<file path="src/sv/rae_pkg.sv">
// Package for the radix-64 armor encoder: shared types, constants and the
// base64 alphabet function. Depends on nothing; every other file imports it.
package rae_pkg;

   // Configuration register map.
   localparam int CsrIndexWidth = 2;
   localparam logic [CsrIndexWidth-1:0] CSR_CRC_INITIAL    = 2'd0;
   localparam logic [CsrIndexWidth-1:0] CSR_CRC_POLYNOMIAL = 2'd1;

   // CRC-24 defaults (OpenPGP values).
   localparam int CrcWidth = 24;
   localparam logic [CrcWidth-1:0] CrcInitialReset    = 24'hB704CE;
   localparam logic [CrcWidth-1:0] CrcPolynomialReset = 24'h864CFB;

   // Depth of the queue between front and back.
   localparam int FifoDepth = 4;

   // Padding character '='.
   localparam logic [6:0] PadChar = 7'h3D;

   // One unit of work for the back end: an optional text group and an
   // optional checksum group.
   typedef struct packed {
      logic [23:0]         grp;        // text group, first byte in the high bits
      logic [1:0]          grp_bytes;  // real bytes in grp (0 means no group)
      logic                has_crc;    // checksum group follows
      logic [CrcWidth-1:0] crc;        // checksum value
   } rae_job_type;

   // Maps a 6-bit value to its character of the standard base64 alphabet.
   function automatic logic [6:0] b64_char(input logic [5:0] v);
      logic [6:0] ch;
      if (v < 6'd26) begin
         ch = 7'h41 + {1'b0, v};
      end else if (v < 6'd52) begin
         ch = 7'h61 + ({1'b0, v} - 7'd26);
      end else if (v < 6'd62) begin
         ch = 7'h30 + ({1'b0, v} - 7'd52);
      end else if (v == 6'd62) begin
         ch = 7'h2B;
      end else begin
         ch = 7'h2F;
      end
      return ch;
   endfunction

endpackage

</file>
<file path="src/sv/rae_front.sv">
// Front end of the armor encoder: accepts message bytes, folds the CRC-24,
// groups bytes and pushes work into the queue. Depends on rae_pkg.
module rae_front (
   input  logic                           clock,
   input  logic                           reset,
   // Input transaction
   input  logic                           in_valid,
   output logic                           in_ready,
   input  logic [7:0]                     data_byte,
   input  logic                           byte_present,
   input  logic                           end_of_message,
   // Configuration write
   input  logic                           csr_valid,
   input  logic [rae_pkg::CsrIndexWidth-1:0] csr_index,
   input  logic [rae_pkg::CrcWidth-1:0]   csr_data,
   // Queue side
   input  logic                           queue_full,
   output logic                           push,
   output rae_pkg::rae_job_type           push_job
);
   import rae_pkg::*;

   logic [CrcWidth-1:0] crc_initial_ff, crc_initial_in;
   logic [CrcWidth-1:0] crc_poly_ff, crc_poly_in;
   logic [CrcWidth-1:0] crc_ff, crc_in;
   logic [15:0]         held_ff, held_in;
   logic [1:0]          count_ff, count_in;
   logic                accept;
   logic [CrcWidth-1:0] crc_folded;
   logic [CrcWidth-1:0] crc_msg;

   // Folds one byte into the CRC, MSB first, one bit per step.
   function automatic logic [CrcWidth-1:0] fold(input logic [CrcWidth-1:0] crc,
                                                input logic [7:0] b,
                                                input logic [CrcWidth-1:0] poly);
      logic [CrcWidth-1:0] c;
      logic                top;
      c = crc ^ {b, 16'h0000};
      for (int i = 0; i < 8; i++) begin
         top = c[CrcWidth-1];
         c   = {c[CrcWidth-2:0], 1'b0};
         if (top) begin
            c = c ^ poly;
         end
      end
      return c;
   endfunction

   assign in_ready   = !queue_full;
   assign accept     = in_valid && in_ready;
   assign crc_folded = fold(crc_ff, data_byte, crc_poly_ff);
   assign crc_msg    = byte_present ? crc_folded : crc_ff;

   // Configuration registers; writes to unknown indexes are dropped.
   always_comb begin
      crc_initial_in = crc_initial_ff;
      crc_poly_in    = crc_poly_ff;
      if (csr_valid) begin
         if (csr_index == CSR_CRC_INITIAL) begin
            crc_initial_in = csr_data;
         end else if (csr_index == CSR_CRC_POLYNOMIAL) begin
            crc_poly_in = csr_data;
         end
      end
   end

   // Byte grouping, CRC update and job assembly.
   always_comb begin
      crc_in   = crc_ff;
      held_in  = held_ff;
      count_in = count_ff;
      push     = 1'b0;
      push_job = '0;
      if (accept) begin
         if (byte_present) begin
            crc_in = crc_folded;
            if (count_ff == 2'd2) begin
               push_job.grp       = {held_ff, data_byte};
               push_job.grp_bytes = 2'd3;
               count_in           = 2'd0;
            end else begin
               held_in  = {held_ff[7:0], data_byte};
               count_in = count_ff + 2'd1;
            end
         end
         if (end_of_message) begin
            // Pad out a partial group, then the checksum group.
            if (count_in == 2'd1) begin
               push_job.grp       = {held_in[7:0], 16'h0000};
               push_job.grp_bytes = 2'd1;
            end else if (count_in == 2'd2) begin
               push_job.grp       = {held_in, 8'h00};
               push_job.grp_bytes = 2'd2;
            end
            push_job.has_crc = 1'b1;
            push_job.crc     = crc_msg;
            crc_in           = crc_initial_ff;
            count_in         = 2'd0;
            held_in          = '0;
         end
         push = push_job.has_crc || (push_job.grp_bytes != 2'd0);
      end
   end

   always_ff @(posedge clock) begin
      if (reset) begin
         crc_initial_ff <= CrcInitialReset;
         crc_poly_ff    <= CrcPolynomialReset;
         crc_ff         <= CrcInitialReset;
         held_ff        <= '0;
         count_ff       <= '0;
      end else begin
         crc_initial_ff <= crc_initial_in;
         crc_poly_ff    <= crc_poly_in;
         crc_ff         <= crc_in;
         held_ff        <= held_in;
         count_ff       <= count_in;
      end
   end

endmodule

</file>
<file path="src/sv/rae_fifo.sv">
// Short queue of jobs between the front and back ends of the armor encoder.
// Depends on rae_pkg for the job type.
module rae_fifo #(
   parameter int Depth = rae_pkg::FifoDepth
) (
   input  logic                 clock,
   input  logic                 reset,
   input  logic                 push,
   input  rae_pkg::rae_job_type push_job,
   output logic                 full,
   input  logic                 pop,
   output logic                 empty,
   output rae_pkg::rae_job_type head_job
);
   import rae_pkg::*;

   localparam int PtrWidth = (Depth > 1) ? $clog2(Depth) : 1;
   localparam int CntWidth = $clog2(Depth + 1);

   rae_job_type         mem_ff [Depth];
   logic [PtrWidth-1:0] wr_ptr_ff, wr_ptr_in;
   logic [PtrWidth-1:0] rd_ptr_ff, rd_ptr_in;
   logic [CntWidth-1:0] count_ff, count_in;
   logic                do_push, do_pop;

   assign full     = (count_ff == CntWidth'(Depth));
   assign empty    = (count_ff == '0);
   assign do_push  = push && !full;
   assign do_pop   = pop && !empty;
   assign head_job = mem_ff[rd_ptr_ff];

   // Pointer and occupancy update with wrap at the last entry.
   always_comb begin
      wr_ptr_in = wr_ptr_ff;
      rd_ptr_in = rd_ptr_ff;
      count_in  = count_ff;
      if (do_push) begin
         wr_ptr_in = (wr_ptr_ff == PtrWidth'(Depth - 1)) ? '0 : wr_ptr_ff + 1'b1;
      end
      if (do_pop) begin
         rd_ptr_in = (rd_ptr_ff == PtrWidth'(Depth - 1)) ? '0 : rd_ptr_ff + 1'b1;
      end
      if (do_push && !do_pop) begin
         count_in = count_ff + 1'b1;
      end else if (do_pop && !do_push) begin
         count_in = count_ff - 1'b1;
      end
   end

   always_ff @(posedge clock) begin
      if (reset) begin
         wr_ptr_ff <= '0;
         rd_ptr_ff <= '0;
         count_ff  <= '0;
      end else begin
         wr_ptr_ff <= wr_ptr_in;
         rd_ptr_ff <= rd_ptr_in;
         count_ff  <= count_in;
      end
   end

   // Storage needs no reset.
   always_ff @(posedge clock) begin
      if (do_push) begin
         mem_ff[wr_ptr_ff] <= push_job;
      end
   end

endmodule

</file>
<file path="src/sv/rae_back.sv">
// Back end of the armor encoder: expands queued jobs into base64 characters,
// one per cycle while not stalled, into a registered output. Depends on rae_pkg.
module rae_back (
   input  logic                 clock,
   input  logic                 reset,
   // Queue side
   input  logic                 queue_empty,
   input  rae_pkg::rae_job_type head_job,
   output logic                 pop,
   // Result transaction
   output logic                 out_valid,
   input  logic                 out_ready,
   output logic [6:0]           text_char,
   output logic                 is_checksum,
   output logic                 last_char
);
   import rae_pkg::*;

   logic [2:0]  pos_ff, pos_in;
   logic        valid_ff, valid_in;
   logic [6:0]  char_ff, char_in;
   logic        chk_ff, chk_in;
   logic        last_ff, last_in;
   logic        load, fire;
   logic        has_grp, crc_phase, job_last;
   logic [1:0]  k;
   logic [23:0] word;
   logic [5:0]  sextet;

   assign load      = !valid_ff || out_ready;
   assign fire      = load && !queue_empty;
   assign has_grp   = (head_job.grp_bytes != 2'd0);
   assign crc_phase = !has_grp || pos_ff[2];
   assign k         = pos_ff[1:0];
   assign word      = crc_phase ? head_job.crc : head_job.grp;
   assign job_last  = (k == 2'd3) && (crc_phase || !head_job.has_crc);
   assign pop       = fire && job_last;

   // Pick the six bits of the current character, most significant first.
   always_comb begin
      unique case (k)
         2'd0:    sextet = word[23:18];
         2'd1:    sextet = word[17:12];
         2'd2:    sextet = word[11:6];
         default: sextet = word[5:0];
      endcase
   end

   // Next output character and position within the job.
   always_comb begin
      valid_in = valid_ff;
      char_in  = char_ff;
      chk_in   = chk_ff;
      last_in  = last_ff;
      pos_in   = pos_ff;
      if (load) begin
         valid_in = !queue_empty;
      end
      if (fire) begin
         if (!crc_phase && (k > head_job.grp_bytes)) begin
            char_in = PadChar;
         end else begin
            char_in = b64_char(sextet);
         end
         chk_in  = crc_phase;
         last_in = crc_phase && (k == 2'd3);
         pos_in  = job_last ? 3'd0 : pos_ff + 3'd1;
      end
   end

   always_ff @(posedge clock) begin
      if (reset) begin
         valid_ff <= 1'b0;
         pos_ff   <= '0;
      end else begin
         valid_ff <= valid_in;
         pos_ff   <= pos_in;
      end
   end

   // Output payload needs no reset.
   always_ff @(posedge clock) begin
      char_ff <= char_in;
      chk_ff  <= chk_in;
      last_ff <= last_in;
   end

   assign out_valid   = valid_ff;
   assign text_char   = char_ff;
   assign is_checksum = chk_ff;
   assign last_char   = last_ff;

endmodule

</file>
<file path="src/sv/radix64_armor_encoder_core.sv">
// Radix-64 armor encoder: base64 text of a message followed by its CRC-24.
// An item's first character comes out through the job queue, then the output register.
// Throughput: one input item per cycle while the job queue has room; one output character
// per cycle while rsp_tready is high, set by the single-character output register.
// A message of n bytes yields 4*ceil(n/3)+4 characters.
// Reset (synchronous, active high) empties the queue and output and restores CRC defaults.
module radix64_armor_encoder_core #(
   parameter int FifoDepth = rae_pkg::FifoDepth
) (
   input  logic                              clock,
   input  logic                              reset,
   // Message input
   input  logic                              req_tvalid,
   output logic                              req_tready,
   input  logic [7:0]                        req_tdata,   // [7:0] data_byte
   input  logic                              req_tuser,   // [0] byte_present
   input  logic                              req_tlast,   // end_of_message
   // Character output
   output logic                              rsp_tvalid,
   input  logic                              rsp_tready,
   output logic [7:0]                        rsp_tdata,   // [6:0] text_char, [7] zero
   output logic                              rsp_tuser,   // [0] is_checksum
   output logic                              rsp_tlast,   // last_char
   // Configuration write
   input  logic                              csr_valid,
   output logic                              csr_ready,
   input  logic [rae_pkg::CsrIndexWidth-1:0] csr_index,
   input  logic [rae_pkg::CrcWidth-1:0]      csr_data
);
   import rae_pkg::*;

   rae_job_type push_job, head_job;
   logic        push, pop, queue_full, queue_empty;
   logic [6:0]  text_char;

   assign csr_ready = 1'b1;

   rae_front u_front (
      .clock          (clock),
      .reset          (reset),
      .in_valid       (req_tvalid),
      .in_ready       (req_tready),
      .data_byte      (req_tdata),
      .byte_present   (req_tuser),
      .end_of_message (req_tlast),
      .csr_valid      (csr_valid),
      .csr_index      (csr_index),
      .csr_data       (csr_data),
      .queue_full     (queue_full),
      .push           (push),
      .push_job       (push_job)
   );

   rae_fifo #(
      .Depth (FifoDepth)
   ) u_fifo (
      .clock    (clock),
      .reset    (reset),
      .push     (push),
      .push_job (push_job),
      .full     (queue_full),
      .pop      (pop),
      .empty    (queue_empty),
      .head_job (head_job)
   );

   rae_back u_back (
      .clock       (clock),
      .reset       (reset),
      .queue_empty (queue_empty),
      .head_job    (head_job),
      .pop         (pop),
      .out_valid   (rsp_tvalid),
      .out_ready   (rsp_tready),
      .text_char   (text_char),
      .is_checksum (rsp_tuser),
      .last_char   (rsp_tlast)
   );

   assign rsp_tdata = {1'b0, text_char};

endmodule

</file>
<file path="config.mk">
export PLATFORM = sky130hd
export DESIGN_NAME = radix64_armor_encoder_core
export DESIGN_NICKNAME = d
export VERILOG_FILES = /design/src/sv/rae_pkg.sv /design/src/sv/rae_front.sv /design/src/sv/rae_fifo.sv /design/src/sv/rae_back.sv /design/src/sv/radix64_armor_encoder_core.sv
export SDC_FILE = /design/constraint.sdc
export NUM_CORES = 1
export LEC_CHECK = 0
export BUFFER_PORTS_ARGS = -buffer_cell sky130_fd_sc_hd__clkbuf_2
export CORE_MARGIN = 2
export CORE_UTILIZATION = 40
export CTS_CLUSTER_SIZE = 12
export DETAILED_ROUTE_END_ITERATION = 16
export GPL_ROUTABILITY_DRIVEN = 1
export PLACE_DENSITY = 0.66
export SLEW_MARGIN = 25
export SYNTH_ARGS = -nofsm -noshare
export SYNTH_HDL_FRONTEND = slang
export SYNTH_SLANG_ARGS = --single-unit
</file>
<file path="constraint.sdc">
create_clock -name clock -period 6.6 [get_ports clock]
set_input_delay 0.99 -clock clock [delete_from_list [all_inputs] [get_ports clock]]
set_output_delay 0.99 -clock clock [all_outputs]
set_load 0.02 [all_outputs]
</file>
; After elaboration in Yosys (flattened, before gate mapping)
; Memories as Yosys holds them, arrays and structs flattened. A register that Yosys moved wholly into a read port is not among the register bits.
; Cells that the tools add are included.
; Widths: inputs -> output; s select.
[op_classes]
add_sub_neg = 11
mul = 0
div = 0
n_lt_le_gt_ge = 4
eq_ne = 11
n_shift = 0
n_mux = 40
n_bitwise = 10
n_reduce_logical = 30
[op_table]
columns = op, n
row1 = $mux 24, 11
row2 = $xor 24x24->24, 9
row3 = $mux 51, 3
row4 = $mux 26, 4
row5 = $mux 16, 3
row6 = $mux 7, 3
row7 = $pmux 6 s3, 1
row8 = $mux 2, 8
row9 = $eq 2x2->1 const B, 6
row10 = $lt 6x6->1 const B, 2
row11 = $mux 3, 4
row12 = $logic_and 1x1->1, 10
row13 = $logic_not 1->1, 8
row14 = $add 6x7->7 const A, 1
row15 = $add 7x6->7 const A, 1
row16 = $add 7x7->7 const A, 1
row17 = $sub 6x5->7 const B, 1
row18 = $sub 6x6->7 const B, 1
row19 = $add 2x1->2 const B, 3
row20 = $add 3x1->3 const B, 2
row21 = $eq 2x1->1 const B, 3
row22 = $eq 6x6->1 const B, 1
row23 = $lt 6x5->1 const B, 1
row24 = $reduce_bool 2->1, 3
row25 = 10 further kinds, 16
[totals]
register_bits = 110
latchBits = 0
ram_bits = 204
rom_bits = 0
inputBits = 41
out_inout_bits = 13
elab_cells = 120
n_memories = 1
[mem_list]
columns = memory, depth, width, rd, rd_ports_with_merged_regs, wr, line
row1 = u_fifo.mem_ff, 4, 51, 1, 1, 1, rae_fifo.sv:20  ; rae_job_type mem_ff [Depth];

; Depth between registers and ports, before layout
[logic_depth]
depth_word = 28
mapped_depth = 18
depth_no_buf = 15

; Modules after synthesis
; A second synthesis with hierarchy kept.
[hier_totals]
cells_unflattened = 1564
area_unflattened_um2 = 16866.2
[by_module_without_submodules]
columns = module, instances, cells_per_inst, area_each_um2, seq_area_each_um2
row1 = rae_fifo, 1, 317, 7838.8, 6306.0
row2 = rae_front, 1, 1083, 7578.5, 1801.7
row3 = rae_back, 1, 160, 1426.4, 350.3
row4 = radix64_armor_encoder_core, 1, 4, 22.5, 0.0

; Worst setup path after synthesis
; No wires, ideal clock.
[synth_timing]
path_kind = input-to-reg
start = in req_tdata[6]
end = mem u_fifo.mem_ff[0][5] (netlist name), data pin
setup_ns = 0.217
arrival_ns = 4.425
required_ns = 6.383
path_slack_ns = 1.959
cell_stages = 15
n_path_buf = 3
path_cell_list = xnor2_1 o21ai_0 and3_1 o311a_1 a211oi_4 mux2i_1 xnor2_2 a311oi_1 or3_1 buf_2 buf_6 buf_2 nand3_1 xnor2_1 a211oi_1
[synth_rtl]
columns = item, line
row1 = start: declaration, radix64_armor_encoder_core.sv:15  ; input logic [7:0] req_tdata,
row2 = end: declaration, rae_fifo.sv:20

==> results.tsv <==
stage	metric	value	unit
grt	use_met3	0.0363	
sta	setup_viol	0	
setup_path	crit_path_start_kind	input pin	
die	die_w	213	µm
grt	grt_max_degree	75	
sta	worst_pin_slew	1.05	ns
die	die_area	0.0455	mm²
synthesis	synthesis.area	0.0175	mm²
pwr	finalPower	7.00	mW
drt	detail_route.iter0.violations	1527	
sta	fin_skew	0.0238	ns
grt	groute.usage.overall	0.222	
clocking	numCtsBuffers	36	
pwr	power_density	359	mW/mm²
drt	drtAntennaViolNets	0	
drt	vias	14000	
clocking	cts_max_level	2	
die	die_h	213	µm
setup_path	cp_max_fo	20	
sta	finalHoldViolCount	0	
synthesis	syn_inst	1684	
placement	numPortBuffers	51	
finish	drive_gt1_frac	0.143	
drt	dr.pass1.iters	6	
setup_path	critical_path_depth	14	
grt	use_met1	0.308	
grt	grt_most_used_layer	met2	
synthesis	yosysMostFrequentCell	edfxtp_1	
drt	vias_per_cell	6.12	
synthesis	syn-num-nets	1744	
clocking	clk_latency	0.55	ns
setup_path	crit_slowest_cell	a311o_1	
finish	layout.area.seq	0.00846	mm²
sta	hold-worst-slack	0.449	ns
clocking	cts_buffer_depth	3	
synthesis	synthFlopType	edfxtp_1	
setup_path	critical-path-max-stage-delay	0.63	ns
finish	antenna_cells	0	
synthesis	syn_avg_cell_area	10.4	µm²
grt	grt_use_met2	0.348	
sta	clock.fmax	178	MHz
clocking	ctsHoldBuffers	0	
setup_path	critPathKind	in2reg	
clocking	tritoncts	built	
setup_path	crit_chain	clkbuf_2, xnor2_1, o21ai_0, and3_1, o311a_1, a211oi_4, mux2i_1, xnor2_2, buf_4, a311o_1, and4_1, nor4_1, nand3b_1, a21oi_1	
finish	syn2layout_area_growth	11.3	%
setup_path	regToRegSetupSlack	1.01	ns
synthesis	synth_top_area_share	0.365	
setup_path	required	6.86	ns
drt	wl	50000	µm
synthesis	synth_cell_type_count	69	
pwr	ir_worst_vdd	0.251	mV
synthesis	yosysWarnings	0	
synthesis	synth_edf_count	213	
clocking	post_cts_buffers	0	
die	placement_rows	76	
placement	gp_congestion	0.883	
synthesis	synth_top_area_cell	edfxtp_1	
sta	period_needed	5.61	ns
sta	relSlewSlack	0.300	
sta	maxSlewViolCount	0	
finish	final.fill_count	4103	
grt	first_global_vias	13500	
finish	multi_input_area	0.00847	mm²
die	core_area	0.0432	mm²
sta	post-route-period-util	0.850	
synthesis	ys_top_cells_by_area	edfxtp_1 36%, dfxtp_1 12%, mux4_2 6.6%	
sta	fin_tns_setup	0	ns
grt	grt_first_pass_wirelength	77900	µm
clocking	root_buffer	clkbuf_16	
clocking	clock-sinks	316	
synthesis	ys_top_cells_by_count	213 x edfxtp_1, 212 x nand2_1, 117 x clkbuf_1	
die	io_pins	54	
grt	grt_overflow_total	0	
setup_path	path_delay_family	compound AO/OA/AOI/OAI gates	
synthesis	ys_ff_latch	316	
synthesis	ys_async_sr_fraction	0	
placement	dp_hpwl	33000	µm
setup_path	cp_num_buf_inv	2	
drt	drc	0	
run	cap_violations	0	
setup_path	cp.arrival	5.87	ns
die	start_util	0.406	
pwr	leakage	6.62	nW
setup_path	critPathCaptureType	flip-flop	
grt	antenna_found_initial	0	
worst_hold_path	min_path_cells	2	
drt	wl_per_cell	21.9	µm
finish	final_nets	1734	
clocking	clkSlewWorstSetupHoldPaths	0.06	ns
synthesis	seq_area_frac_synth	0.482	
worst_hold_path	min_path_type	reg2reg	
setup_path	rr_worst_depth	14	
clocking	cts_resized	0	
run_status	status	finished clean	
sta	rsz0062_at_grt	false	
cell type report:
type,count,area share
clock inverters,8,0.00314
multi-input cells,1195,0.434
clock buffers,57,0.0544
repair buffers,101,0.0326
flip-flops and latches,316,0.434
well taps,585,0.0375
inverters,24,0.00462
routing by layer:
layer	vias up	part of all wire
met1	6839	0.43
met3	108	0.083
met2	665	0.45
met4	0	0.037
met5	-	0
li1	6381	-
per-stage QoR:
| step | cell area [µm²] | util | setup slack [ns] | instances |
|---|---|---|---|---|
| 2_1_floorplan | 17500 | - | 1.96 | 1684 |
| 3_3_place_gp | 18400 | 0.425 | 0.668 | 2219 |
| 3_5_place_dp | 18400 | 0.425 | 0.596 | 2220 |
| 4_1_cts | 19500 | 0.451 | 1.15 | 2285 |
| 5_1_grt | 19500 | 0.452 | 0.643 | 2286 |
| 6_report | 19500 | 0.452 | 0.988 | 2286 |
logic make-up after synthesis:
| family | count (synthesis) | share of synthesized area |
|---|---|---|
| buffers and inverters | 173 | 0.0399 |
| other | 2 | 0.000428 |
| multiplexers | 88 | 0.0873 |
| AND/OR/NAND/NOR | 532 | 0.149 |
| XOR/XNOR | 114 | 0.0591 |
| adder cells (fa/ha/maj) | 19 | 0.0140 |
| flip-flops | 316 | 0.482 |
| AO/OA/AOI/OAI | 440 | 0.168 |
flip-flops by register name, indices dropped and copies added, names as in the netlist, named ones only:
| register | count |
|---|---|
| u_fifo.mem_ff | 204 |
| u_front.crc_ff | 24 |
| u_front.crc_initial_ff | 24 |
| u_front.crc_poly_ff | 24 |
| u_front.held_ff | 16 |
| u_back.text_char | 7 |
| u_back.pos_ff | 3 |
| u_fifo.count_ff | 3 |
| u_fifo.rd_ptr_ff | 2 |
| u_fifo.wr_ptr_ff | 2 |
| u_front.count_ff | 2 |
| u_back.is_checksum | 1 |
| u_back.last_char | 1 |
| u_back.out_valid | 1 |
worst reg2reg max path: cells and delay by family (launching register included):
family                    cells  cell delay [ns]
DFF                           1             0.86
xor gates and xnor gates      1             0.61
AOI/OAI and AO/OA             5             2.09
buffers and inverters         3             0.80
muxes                         1             0.24
and+or+nand+nor               4             0.69
layout by cell type (no fill, tap or decap), types with 14 or more instances in the layout:
master and count:
dfxtp_1 101, o2111ai_1 28, ha_1 18, buf_4 48
inv_1 23, clkbuf_2 51, and2_1 14, a221oi_1 16
a311oi_1 18, and3_1 26, nand3_1 58, a22oi_1 29
o211ai_1 25, nand4_1 25, mux2i_1 27, nor2_1 78
nand2_1 212, or3_1 16, mux4_2 51, a21oi_1 116
o21ai_0 91, a311o_1 31, and4_1 31, clkbuf_16 37
xor2_1 30, edfxtp_1 213, clkbuf_1 14, xnor2_1 77
path summary, 6_finish.rpt:
kind / startpoint / to
worst min-delay path: u_front.crc_initial_ff[8] / u_front.crc_initial_ff[8]
worst max-delay path: req_tdata[6] / u_fifo.mem_ff[0][12]
worst max register to register: u_front.crc_poly_ff[23] / u_fifo.mem_ff[0][12]
worst min register to register: u_front.crc_initial_ff[8] / u_front.crc_initial_ff[8]
power by group:
group          switching (mW)  internal (mW)  total, mW
Clock                   0.797           1.11       1.91
Sequential             0.0833           2.25       2.33
Combinational            1.67           1.10       2.77
Total                    2.55           4.46       7.00
No activity file was read; power rests on OpenSTA's default activity.
